===== src/hw/rtl/wfba_pkg.sv =====
// shared widths and codes for the worst-fit block allocator
`timescale 1ns / 1ps
`default_nettype none

package wfba_pkg;

    localparam int INDEX_W = 5;
    localparam int COUNT_W = 6;

    localparam logic [COUNT_W-1:0] COUNT_RESET = 6'd32;

    localparam logic ACT_LOAD  = 1'b0;
    localparam logic ACT_ALLOC = 1'b1;

endpackage

`default_nettype wire


===== src/hw/rtl/wfba_ram.sv =====
// generic single-port-write, single-port-read ram with registered read data
`timescale 1ns / 1ps
`default_nettype none

module wfba_ram #(
    parameter int WIDTH = 16,
    parameter int DEPTH = 32
) (
    input  wire logic                     clk,
    input  wire logic                     we,
    input  wire logic [$clog2(DEPTH)-1:0] waddr,
    input  wire logic [WIDTH-1:0]         wdata,
    input  wire logic [$clog2(DEPTH)-1:0] raddr,
    output logic      [WIDTH-1:0]         rdata
);

    logic [WIDTH-1:0] mem [DEPTH];

    always_ff @(posedge clk)
    begin
        if (we)
        begin
            mem[waddr] <= wdata;
        end
        rdata <= mem[raddr];
    end

endmodule

`default_nettype wire


===== src/hw/rtl/worst_fit_block_allocator.sv =====
// worst-fit block allocator: table of free sizes, largest block picked per request
// a load leaves busy low; an allocate over the blocks in use keeps busy high while
// the size ram's read port scans one entry per cycle and then the decide state runs,
// and pulses done once the decision is registered
// an allocate with no block in use answers in the next cycle
// after reset the size table is cleared, one entry a cycle, with busy high
`timescale 1ns / 1ps
`default_nettype none

module worst_fit_block_allocator
    import wfba_pkg::*;
#(
    parameter int NUM_BLOCKS = 32,
    parameter int SIZE_WIDTH = 16
) (
    input  wire logic                  clk,
    input  wire logic                  rst_n,
    input  wire logic                  cfg_we,
    input  wire logic [COUNT_W-1:0]    cfg_wdata,
    input  wire logic                  start,
    output logic                       busy,
    input  wire logic                  action,
    input  wire logic [INDEX_W-1:0]    block_index,
    input  wire logic [SIZE_WIDTH-1:0] size,
    output logic                       done,
    output logic                       granted,
    output logic [INDEX_W-1:0]         block_number,
    output logic [SIZE_WIDTH-1:0]      block_size_before,
    output logic [SIZE_WIDTH-1:0]      leftover
);

    localparam int AW = $clog2(NUM_BLOCKS);
    localparam int CW = $clog2(NUM_BLOCKS + 1);

    localparam logic [1:0] S_CLEAR = 2'd0;
    localparam logic [1:0] S_IDLE  = 2'd1;
    localparam logic [1:0] S_SCAN  = 2'd2;
    localparam logic [1:0] S_DONE  = 2'd3;

    logic [1:0]            state_reg, state_next;
    logic [CW-1:0]         addr_reg, addr_next;
    logic [CW-1:0]         used_reg, used_next;
    logic                  pend_reg, pend_next;
    logic [AW-1:0]         pend_idx_reg, pend_idx_next;
    logic [SIZE_WIDTH-1:0] best_size_reg, best_size_next;
    logic [AW-1:0]         best_idx_reg, best_idx_next;
    logic [SIZE_WIDTH-1:0] req_reg, req_next;
    logic [COUNT_W-1:0]    block_count_reg;

    logic                  done_reg, done_next;
    logic                  granted_reg, granted_next;
    logic [INDEX_W-1:0]    number_reg, number_next;
    logic [SIZE_WIDTH-1:0] before_reg, before_next;
    logic [SIZE_WIDTH-1:0] left_reg, left_next;

    logic                  ram_we;
    logic [AW-1:0]         ram_waddr;
    logic [SIZE_WIDTH-1:0] ram_wdata;
    logic [SIZE_WIDTH-1:0] ram_rdata;

    logic [CW-1:0]         used_now;
    logic                  accept;
    logic [SIZE_WIDTH-1:0] diff;

    wfba_ram #(
        .WIDTH (SIZE_WIDTH),
        .DEPTH (NUM_BLOCKS)
    ) u_sizes (
        .clk   (clk),
        .we    (ram_we),
        .waddr (ram_waddr),
        .wdata (ram_wdata),
        .raddr (addr_reg[AW-1:0]),
        .rdata (ram_rdata)
    );

    // counts above the table depth act as the full table
    assign used_now = (32'(block_count_reg) > NUM_BLOCKS) ? CW'(NUM_BLOCKS)
                                                          : CW'(block_count_reg);
    assign busy   = (state_reg != S_IDLE);
    assign accept = start && !busy;
    assign diff   = best_size_reg - req_reg;

    always_comb
    begin
        state_next     = state_reg;
        addr_next      = addr_reg;
        used_next      = used_reg;
        pend_next      = pend_reg;
        pend_idx_next  = pend_idx_reg;
        best_size_next = best_size_reg;
        best_idx_next  = best_idx_reg;
        req_next       = req_reg;
        done_next      = 1'b0;
        granted_next   = granted_reg;
        number_next    = number_reg;
        before_next    = before_reg;
        left_next      = left_reg;
        ram_we         = 1'b0;
        ram_waddr      = addr_reg[AW-1:0];
        ram_wdata      = '0;

        case (state_reg)
            S_CLEAR:
            begin
                ram_we = 1'b1;
                if (addr_reg == CW'(NUM_BLOCKS - 1))
                begin
                    addr_next  = '0;
                    state_next = S_IDLE;
                end
                else
                begin
                    addr_next = addr_reg + 1'b1;
                end
            end
            S_IDLE:
            begin
                if (accept)
                begin
                    if (action == ACT_LOAD)
                    begin
                        // loads beyond the table are dropped
                        if (32'(block_index) < NUM_BLOCKS)
                        begin
                            ram_we    = 1'b1;
                            ram_waddr = AW'(block_index);
                            ram_wdata = size;
                        end
                    end
                    else if (used_now == '0)
                    begin
                        done_next    = 1'b1;
                        granted_next = 1'b0;
                        number_next  = '0;
                        before_next  = '0;
                        left_next    = '0;
                    end
                    else
                    begin
                        used_next      = used_now;
                        req_next       = size;
                        best_size_next = '0;
                        best_idx_next  = '0;
                        addr_next      = '0;
                        pend_next      = 1'b0;
                        state_next     = S_SCAN;
                    end
                end
            end
            S_SCAN:
            begin
                pend_next = 1'b0;
                if (addr_reg < used_reg)
                begin
                    pend_next     = 1'b1;
                    pend_idx_next = addr_reg[AW-1:0];
                    addr_next     = addr_reg + 1'b1;
                end
                // strict compare keeps the lowest index on a tie
                if (pend_reg && (ram_rdata > best_size_reg))
                begin
                    best_size_next = ram_rdata;
                    best_idx_next  = pend_idx_reg;
                end
                if (pend_reg && (addr_reg == used_reg))
                begin
                    state_next = S_DONE;
                end
            end
            S_DONE:
            begin
                done_next  = 1'b1;
                state_next = S_IDLE;
                if (req_reg <= best_size_reg)
                begin
                    granted_next = 1'b1;
                    number_next  = INDEX_W'(best_idx_reg);
                    before_next  = best_size_reg;
                    left_next    = diff;
                    ram_we       = 1'b1;
                    ram_waddr    = best_idx_reg;
                    ram_wdata    = diff;
                end
                else
                begin
                    granted_next = 1'b0;
                    number_next  = '0;
                    before_next  = '0;
                    left_next    = '0;
                end
            end
            default:
            begin
                state_next = S_IDLE;
            end
        endcase
    end

    always_ff @(posedge clk or negedge rst_n)
    begin
        if (!rst_n)
        begin
            state_reg       <= S_CLEAR;
            addr_reg        <= '0;
            pend_reg        <= 1'b0;
            done_reg        <= 1'b0;
            block_count_reg <= COUNT_RESET;
        end
        else
        begin
            state_reg <= state_next;
            addr_reg  <= addr_next;
            pend_reg  <= pend_next;
            done_reg  <= done_next;
            if (cfg_we)
            begin
                block_count_reg <= cfg_wdata;
            end
        end
    end

    always_ff @(posedge clk)
    begin
        used_reg      <= used_next;
        pend_idx_reg  <= pend_idx_next;
        best_size_reg <= best_size_next;
        best_idx_reg  <= best_idx_next;
        req_reg       <= req_next;
        granted_reg   <= granted_next;
        number_reg    <= number_next;
        before_reg    <= before_next;
        left_reg      <= left_next;
    end

    assign done              = done_reg;
    assign granted           = granted_reg;
    assign block_number      = number_reg;
    assign block_size_before = before_reg;
    assign leftover          = left_reg;

    a_left_le_before: assert property (@(posedge clk) disable iff (!rst_n)
        (done && granted) |-> (leftover <= block_size_before))
        else $error("leftover exceeds size before");

    a_wait_zero: assert property (@(posedge clk) disable iff (!rst_n)
        (done && !granted) |-> (block_number == '0 && block_size_before == '0
                                && leftover == '0))
        else $error("waiting result carries nonzero fields");

    a_scan_bound: assert property (@(posedge clk) disable iff (!rst_n)
        (state_reg == S_SCAN) |-> (addr_reg <= used_reg && used_reg != '0))
        else $error("scan address past blocks in use");

    a_done_from_idle_or_decide: assert property (@(posedge clk) disable iff (!rst_n)
        done |-> ($past(state_reg) == S_DONE || $past(state_reg) == S_IDLE))
        else $error("result strobe outside decide or empty request");

endmodule

`default_nettype wire


===== config.mk =====
export PLATFORM = sky130hd
export DESIGN_NAME = worst_fit_block_allocator
export DESIGN_NICKNAME = d
export VERILOG_FILES = /design/src/hw/rtl/wfba_pkg.sv /design/src/hw/rtl/wfba_ram.sv /design/src/hw/rtl/worst_fit_block_allocator.sv
export SDC_FILE = /design/constraint.sdc
export NUM_CORES = 1
export LEC_CHECK = 0
export ABC_AREA = 0
export BUFFER_PORTS_ARGS = -buffer_cell sky130_fd_sc_hd__buf_2
export CAP_MARGIN = 15
export CORE_MARGIN = 8
export CORE_UTILIZATION = 30
export CTS_BUF_LIST = sky130_fd_sc_hd__clkbuf_8
export DETAILED_ROUTE_END_ITERATION = 8
export PLACE_DENSITY = 0.48
export SKIP_LAST_GASP = 1
export SLEW_MARGIN = 40
export SYNTH_ARGS = -nofsm -noshare
export SYNTH_HDL_FRONTEND = slang
export SYNTH_SLANG_ARGS = --single-unit

===== constraint.sdc =====
create_clock -name clk -period 8.2 [get_ports clk]
set_input_delay 1.64 -clock clk [delete_from_list [all_inputs] [get_ports clk]]
set_output_delay 1.64 -clock clk [all_outputs]
set_load 0.01 [all_outputs]

; ---- Word level (Yosys, flattened, before mapping)
; Memory sizes are Yosys's and may differ from the RTL's. A register that Yosys moved wholly into a read port is not among the register bits.
; Cells that the tools add are included.
[word_totals]
mem_count = 1
reg_bits = 102
ram_bits = 512
[op_classes]
order_cmp = 4
add_sub_neg = 2
bitwise = 1
n_mux = 61
reduce_logical = 16
n_eq_ne = 14
[memory_table]
columns = name, words, word_bits, read_ports, rd_clocked_by_memory_dff, write_ports, line_no
row1 = u_sizes.mem, 32, 16, 1, 1, 1, wfba_ram.sv:17  ; logic [WIDTH-1:0] mem [DEPTH];
[ops]
columns = cell, count
row1 = $mux W16, 11
row2 = $pmux W16 S2, 4
row3 = $mux W5, 11
row4 = $mux W6, 6
row5 = $pmux W5 S2, 3
row6 = $pmux W6 S3, 1
row7 = $gt A16 B16 Y1, 1
row8 = $le A16 B16 Y1, 1
row9 = $ne A2 B2 Y1 const B, 8
row10 = $sub A16 B16 Y16, 1
row11 = $mux W1, 15
row12 = $reduce_and A5 Y1, 3
row13 = $reduce_and A4 Y1, 3
row14 = $mux W2, 5
row15 = $pmux W2 S4, 1
row16 = $add A6 B1 Y6 const B, 1
row17 = $eq A6 B5 Y1 const B, 1
row18 = $eq A6 B6 Y1, 1
row19 = $gt A6 B6 Y1 const B, 1
row20 = $logic_not A6 Y1, 1
row21 = $lt A6 B6 Y1, 1
row22 = $pmux W1 S2, 3
row23 = $eq A2 B2 Y1 const B, 2
row24 = $reduce_bool A2 Y1, 2
row25 = 9 further kinds, 11

; ---- Logic depth before layout (Yosys ltp)
; Gate-level depths: netlist (run 1).
[logic_depth]
ltp_word = 7
depth_mapped = 12
ltp_nobuf = 12

; ---- Hierarchy
; From an unflattened synthesis (run 1), not the netlist that was laid out.
[hier_totals]
cells_unflattened = 1665
area_unflattened_um2 = 26127.6
[by_module_without_submodules]
columns = mod, seq_area_each_um2, n_inst, area_each_um2, cells_each
row1 = wfba_ram, 15695.1, 1, 20534.7, 1143
row2 = worst_fit_block_allocator, 2984.1, 1, 5592.9, 522

; ---- Least setup slack after synthesis (run 1)
; No wires, ideal clock.
[synth_timing]
path_type = input port to flip-flop
startpoint = in action
endpoint = mem u_sizes.mem[20][0] (enable)
path_slack_ns = 3.901
t_required_ns = 7.812
path_stages = 8
setup_ns = 0.388
t_arrival_ns = 3.910
cell_sequence = and3b_1 buf_2 mux2i_1 o21ai_0 a2111oi_0 a211o_1 nand3_1 nor2_1
[synth_between]
elab_chain_cells = 5
[synth_lines]
columns = item, line_no
row1 = "start, declared", worst_fit_block_allocator.sv:22  ; input wire logic action,
row2 = $mux W1, worst_fit_block_allocator.sv:121  ; if (action == ACT_LOAD)
row3 = $mux W1, worst_fit_block_allocator.sv:119  ; if (accept)
row4 = $pmux W1 S3, worst_fit_block_allocator.sv:103  ; case (state_reg)
row5 = $mux W1, wfba_ram.sv:21  ; if (we)
row6 = $mux W1 (implied by the code), wfba_ram.sv:23  ; mem[waddr] <= wdata;
row7 = "end, declared", wfba_ram.sv:17
; Several ways; a longest one is shown, not always the timed one.

; ---- Final worst setup path (run 1)
[layout_timing]
startpoint = reg state_reg[1]
endpoint = mem u_sizes.mem[12][11] (enable)
[layout_between]
elab_chain_cells = 7
[layout_lines]
columns = item, line_no
row1 = "start, declared", worst_fit_block_allocator.sv:40  ; logic [1:0] state_reg, state_next;
row2 = "start signal, assigned", worst_fit_block_allocator.sv:212  ; state_reg <= state_next;
row3 = $ne A2 B1 Y1, worst_fit_block_allocator.sv:80  ; assign busy = (state_reg != S_IDLE);
row4 = $logic_not A1 Y1, worst_fit_block_allocator.sv:81  ; assign accept = start && !busy;
row5 = $logic_and A1 B1 Y1, worst_fit_block_allocator.sv:81
row6 = $mux W1, worst_fit_block_allocator.sv:119
row7 = $pmux W1 S3, worst_fit_block_allocator.sv:103
row8 = $mux W1, wfba_ram.sv:21
row9 = $mux W1 (implied by the code), wfba_ram.sv:23
; Several ways; a longest one is shown, not always the timed one.

==> metrics, run 1 <==
DRC viols=0; synth-to-layout area growth=15.8%; RD Place Congestion=0.765; Worst Hold Path Cells=1; Mapped Cells=1305; Crit Path Class=register to register; Die Span X=about 300 um; Boundary Pins=72; Die Ht=308 um; initial antenna violation count=5; antenna-violating nets left=0; hold buffers post-CTS=0; synthesized area=25600 sq um; Seq/Total Area, Yosys=0.730; Critical Path Start=state_reg[1]$_DFFE_PN0P_; Leak=between 0.009 and 0.01 uW; Rel. slew slack=0.436; Clock Sinks=630; total power=roughly 10000 uW; CTS tree=yes; VDD IR max=approximately 0.18 mV; Root Driver=clkbuf_8; max-slew violation count=0; 1st-iter DRT viols=approximately 900; nets@finish=~1.5k; clock latency on the worst-skew pair=0.69 ns; average routed wire per standard cell=approximately 24 um; Tot GR Track Use=0.135; synthesized area per cell=about 20 sq um; CTS Buf Count=just over 100; unrepaired setup endpoints after global routing=no; Min Hold Slack=about 0.53 ns; area of the die=around 95000 sq um; vias in the first global route=13.5k; fin crit period=4.45 ns; flip-flop count of the largest register after layout=around 510; R2R Path Start=state_reg[1]$_DFFE_PN0P_; Initial Util=0.302; hold crit path type=register to register; HPWL Detailed=between 40 and 50 mm; gr ovfl total=0; Core Region=84900 sq um; critical path data arrival time=around 4.8 ns; number of synthesized flops with an enable pin=between 500 and 600; fmax=roughly 0.22 GHz; most common cell after layout, fill and taps aside=edfxtp_1; FP Rows=~110; first-pass GRT wire length=approximately 95 mm; warning count from the yosys run=0; final WL=between 60 and 70 mm; layout filler cell count=7987; startpoint types=register; clock slew at reported path FFs=approximately 0.070 ns; Final Skew=0.0346 ns; Via-to-Cell Ratio=4.79; crit share post-route=0.542; Port-buffer cells=71; syn_nets=1382; worst path required time=between 8 and 9 ns; most frequent cells in the layout=edfxtp_1 (598), mux4_2 (160), clkbuf_8 (106), inv_1 (86), buf_2 (71); largest net degree at the start of global routing=60; reg2reg path depth=10; post-CTS setup buffers=0; DP Area=27700 sq um; Main synth FF type=edfxtp_1; share of cells above drive strength 1=0.310; FFs w/ async S/R, synth=0.0254; status=completed; Crit Path Max Fanout=26; # setup viols final=0; Largest Register=u_sizes.mem; final standard cell area without fillers=between 20000 and 30000 sq um; DR vias=roughly 13k; deepest clock path buffer count=3; power density cells=~340 nW/um^2; Worst Tran Pin Value=0.825 ns; DRT Pass-1 Iters=5; Synth cell types=64; Post-Route Setup TNS=0 ns; Worst setup EP type=register; Hold Vio Cnt, Final=0; worst hold start=pend_idx_reg[4]$_DFFE_PP_; H-Tree Depth=3; Yosys reg bits=630; post-CTS sizing=0; Max-cap violations=0
## critical path, cell delays in order, from the launching register on
cell and delay (ns):
dfrtp_1 0.44, inv_1 0.13, ha_1 0.53, and3b_1 0.24, buf_4 0.35, mux2i_1 0.23
o21ai_0 0.13, a2111oi_0 0.74, a211o_1 0.28, nand3_1 0.39, nor2_4 0.60
## synthesized netlist by cell type (5+ instances only)
library cell	number	area [sq um]
buf_1	7	26.3
a21o_1	20	150
nor2_1	74	278
a211o_1	5	43.8
and2_1	31	194
ha_1	44	551
mux4_2	160	3600
or3_1	5	31.3
nand2_1	31	116
inv_1	55	206
nand4_1	10	62.6
edfxtp_1	598	18000
o21ai_0	26	130
xnor2_1	5	43.8
nor3_1	9	45.0
dfxtp_1	16	320
dfrtp_1	15	375
nor2b_1	9	56.3
a21oi_1	15	75.1
o21a_1	6	45.0
mux2_2	24	270
clkbuf_1	37	139
buf_2	9	45.0
nand3_2	6	60.1
nand3_1	17	85.1
## metrics by stage
step / cells / worst slack (ns) / util
2_1_floorplan: 1305 / 3.90 / -
3_3_place_gp: 2488 / 3.00 / 0.324
3_5_place_dp: 2493 / 3.09 / 0.327
4_1_cts: 2676 / 3.60 / 0.348
5_1_grt: 2679 / 3.48 / 0.349
6_report: 2679 / 3.75 / 0.349
## layout make-up
cell class | count | area [sq um] | share of cell area
timing repair buffer | 99 | 666 | 0.0225
multi-input combinational | 566 | 6810 | 0.230
tap | 1144 | 1430 | 0.0483
antenna | 1 | 2.50 | 0.0000844
inverter | 56 | 210 | 0.00709
clock inverter | 77 | 379 | 0.0128
clock buffer | 106 | 1460 | 0.0492
sequential | 630 | 18700 | 0.630
## logic make-up after synthesis
| kind of cell | after synthesis | synth area share |
|---|---|---|
| flip-flops | 630 | 0.730 |
| AND/OR/NAND/NOR | 215 | 0.0436 |
| multiplexers | 187 | 0.153 |
| AO/OA/AOI/OAI | 111 | 0.0326 |
| buffers and inverters | 109 | 0.0164 |
| adder cells (fa/ha/maj) | 45 | 0.0223 |
| XOR/XNOR | 8 | 0.00274 |
## routing by layer
layer  part of all wire  wire length [um]  up-vias  GRT usage
met3              0.047              3000       79     0.0221
li1                   -                 -     5615          -
met4              0.020              1270        0     0.0447
met1               0.46             29900     6785      0.191
met5                  0                 0        -          0
met2               0.47             30200      347      0.212
## path summary, 6_finish.rpt
check	end	slack [ns]
hold reg to reg	best_idx_reg[4]$_SDFFCE_PN0P_	0.53
hold / removal	best_idx_reg[4]$_SDFFCE_PN0P_	0.53
setup / recovery	u_sizes.mem[12][11]$_DFFE_PP_	3.75
setup reg to reg	u_sizes.mem[12][11]$_DFFE_PP_	3.75
min in group asynchronous	pend_reg$_DFFE_PN0P_	0.91
max in group asynchronous	addr_reg[0]$_DFFE_PN0P_	6.94
## power by group
group | switching, uW | internal, uW
clock | 1240 | 1260
sequential | 178 | 4160
combinational | 1950 | 1240
total | 3370 | 6660
Note: power is estimated with default switching activity, not from simulation.
==> run 2: changes to the inputs <==
--- a/config.mk
+++ b/config.mk
@@ -12,7 +12,7 @@
 export CORE_UTILIZATION = 30
 export CTS_BUF_LIST = sky130_fd_sc_hd__clkbuf_8
 export DETAILED_ROUTE_END_ITERATION = 8
-export PLACE_DENSITY = 0.48
+export PLACE_DENSITY = 0.5
 export SKIP_LAST_GASP = 1
 export SLEW_MARGIN = 40
 export SYNTH_ARGS = -nofsm -noshare
==> constraint.sdc (replaced) <==
create_clock -name clk -period 3.9 [get_ports clk]
set_input_delay 0.78 -clock clk [delete_from_list [all_inputs] [get_ports clk]]
set_output_delay 0.78 -clock clk [all_outputs]
set_load 0.01 [all_outputs]
==> metrics, run 2 (synthesized netlist as in run 1, its figures left out) <==
status=completed (unchanged); DRT Pass-1 Iters=5 (unchanged); DRC viols=0 (unchanged); Crit Path Class=register to register (unchanged); max-slew violation count=0 (unchanged); Die Span X=308 um (unchanged); post-CTS sizing=0 (unchanged); share of cells above drive strength 1=0.340 (was 0.310); antenna-violating nets left=0 (unchanged); reg2reg path depth=10 (unchanged); crit share post-route=0.931 (was 0.542); clock slew at reported path FFs=0.06 ns (was 0.07 ns); Port-buffer cells=71 (unchanged); Initial Util=0.302 (unchanged); unrepaired setup endpoints after global routing=no (unchanged); clock latency on the worst-skew pair=0.70 ns (was 0.69 ns); clock share of power=0.255 (was 0.249); Final Util=0.355 (was 0.349); vias in the first global route=13.7k (was 13.5k); Switching Share=0.326 (was 0.336); Final Skew=0.0441 ns (was 0.0346 ns); largest net degree at the start of global routing=69 (was 60); Clock Sinks=630 (unchanged); CTS Buf Count=103 (was 101); startpoint types=register (unchanged); Tot GR Track Use=0.132 (was 0.135); hold buffers post-CTS=1 (was 0); 1st-iter DRT viols=892 (was 877); worst path required time=4.26 ns (was 8.50 ns); initial antenna violation count=5 (unchanged); post-CTS setup buffers=0 (unchanged); most common cell after layout, fill and taps aside=edfxtp_1 (unchanged); nets@finish=1602 (was 1531); HPWL Detailed=41.8 mm (was 41.3 mm); critical path data arrival time=3.99 ns (was 4.75 ns); fin crit period=3.63 ns (was 4.45 ns); RD Place Congestion=0.782 (was 0.765); average routed wire per standard cell=23.0 um (was 24.0 um); VDD IR max=0.398 mV (was 0.178 mV); power density cells=701 nW/um^2 (was 338 nW/um^2); most frequent cells in the layout=edfxtp_1 (598), mux4_2 (160), clkbuf_8 (107), inv_1 (84), buf_4 (77) (was edfxtp_1 (598), mux4_2 (160), clkbuf_8 (106), inv_1 (86), buf_2 (71)); DR vias=13.0k (was 12.8k); Via-to-Cell Ratio=4.72 (was 4.79); # setup viols final=0 (unchanged); gr ovfl total=0 (unchanged); share of power burned in registers=0.430 (was 0.433); Max-cap violations=0 (unchanged); Leak=0.0103 uW (was 0.00991 uW); final WL=63.2 mm (was 64.3 mm); CTS tree=yes (unchanged); synth-to-layout area growth=17.8% (was 15.8%); Worst Hold Path Cells=1 (unchanged); Core Region=84900 sq um (unchanged); Comb power frac=0.315 (was 0.318); Worst setup EP type=register (unchanged); Crit Path Max Fanout=8 (was 26); Worst Tran Pin Value=0.667 ns (was 0.825 ns); hold crit path type=input port to register (was register to register); Boundary Pins=72 (unchanged); Rel. slew slack=0.552 (was 0.436); Internal=14200 uW (was 6660 uW); Hold Vio Cnt, Final=0 (unchanged); flip-flop count of the largest register after layout=512 (unchanged); area of the die=94900 sq um (unchanged); Largest Register=u_sizes.mem (unchanged); sw power=6880 uW (was 3370 uW); FP Rows=107 (unchanged); first-pass GRT wire length=93.2 mm (was 94.7 mm); Post-Route Setup TNS=0 ns (unchanged); total power=21100 uW (was 10000 uW); deepest clock path buffer count=3 (unchanged); fmax=0.275 GHz (was 0.225 GHz); Die Ht=308 um (unchanged); Root Driver=clkbuf_8 (unchanged); H-Tree Depth=3 (unchanged)
-- run 2: cell type report --
cell class	instances	area, sq um
fillers	7962	54700
flip-flops and latches	630	18700
multi-input cells	566	6610
clock buffers	107	1470
well taps	1144	1430
repair buffers	168	1310
clock inverters	73	437
inverters	56	210
diodes	2	5.00
-- run 2: through the flow --
stage / setup slack (ns) / cell area (sq um) / cells / hold WS (ns)
2_1_floorplan: 0.303 / 25600 / 1305 / 0.451
3_3_place_gp: 0.306 / 28200 / 2561 / 0.508
3_5_place_dp: 0.297 / 28200 / 2563 / 0.516
4_1_cts: 0.255 / 30100 / 2744 / 0.189
5_1_grt: 0.00949 / 30200 / 2745 / 0.229
6_report: 0.268 / 30200 / 2746 / 0.267
-- run 2: final timing paths --
path                                                     start                             to  slack (ns)
worst max register to register  best_size_reg[9]$_SDFFCE_PN0P_  u_sizes.mem[24][15]$_DFFE_PP_        0.27
worst min register to register         addr_reg[5]$_DFFE_PN0P_        addr_reg[5]$_DFFE_PN0P_        0.52
max in group asynchronous                                rst_n        addr_reg[0]$_DFFE_PN0P_        3.01
worst max-delay path            best_size_reg[9]$_SDFFCE_PN0P_  u_sizes.mem[24][15]$_DFFE_PP_        0.27
min in group asynchronous                                rst_n                 done$_DFF_PN0_        0.55
worst min-delay path                                   size[7]           req_reg[7]$_DFFE_PP_        0.27
-- run 2: critical path: stages (launching register included) --
cell      delay [ns]
edfxtp_1        0.41
ha_1            0.34
a21o_1          0.21
a31o_1          0.24
a221o_1         0.47
o21ai_4         0.28
inv_2           0.11
a221oi_4        0.51
nand3_2         0.26
nor2_2          0.21
buf_4           0.23
-- run 2: power groups by stage --
stage | Combinational, uW | Clock [uW] | Sequential, uW
after floorplan | 4090 | 0 | 9140
after global placement | 6710 | 0 | 9220
after detailed placement | 6780 | 0 | 9230
after CTS | 6810 | 5590 | 9100
after global routing | 7180 | 5840 | 9170
final | 6650 | 5400 | 9080
-- run 2: per-layer routing --
layer,GRT usage,vias to the layer above,wire length [um]
met5,0,-,0
met4,0.0461,0,1600
li1,-,5759,-
met1,0.174,6758,27400
met3,0.0264,85,3430
met2,0.218,368,30800
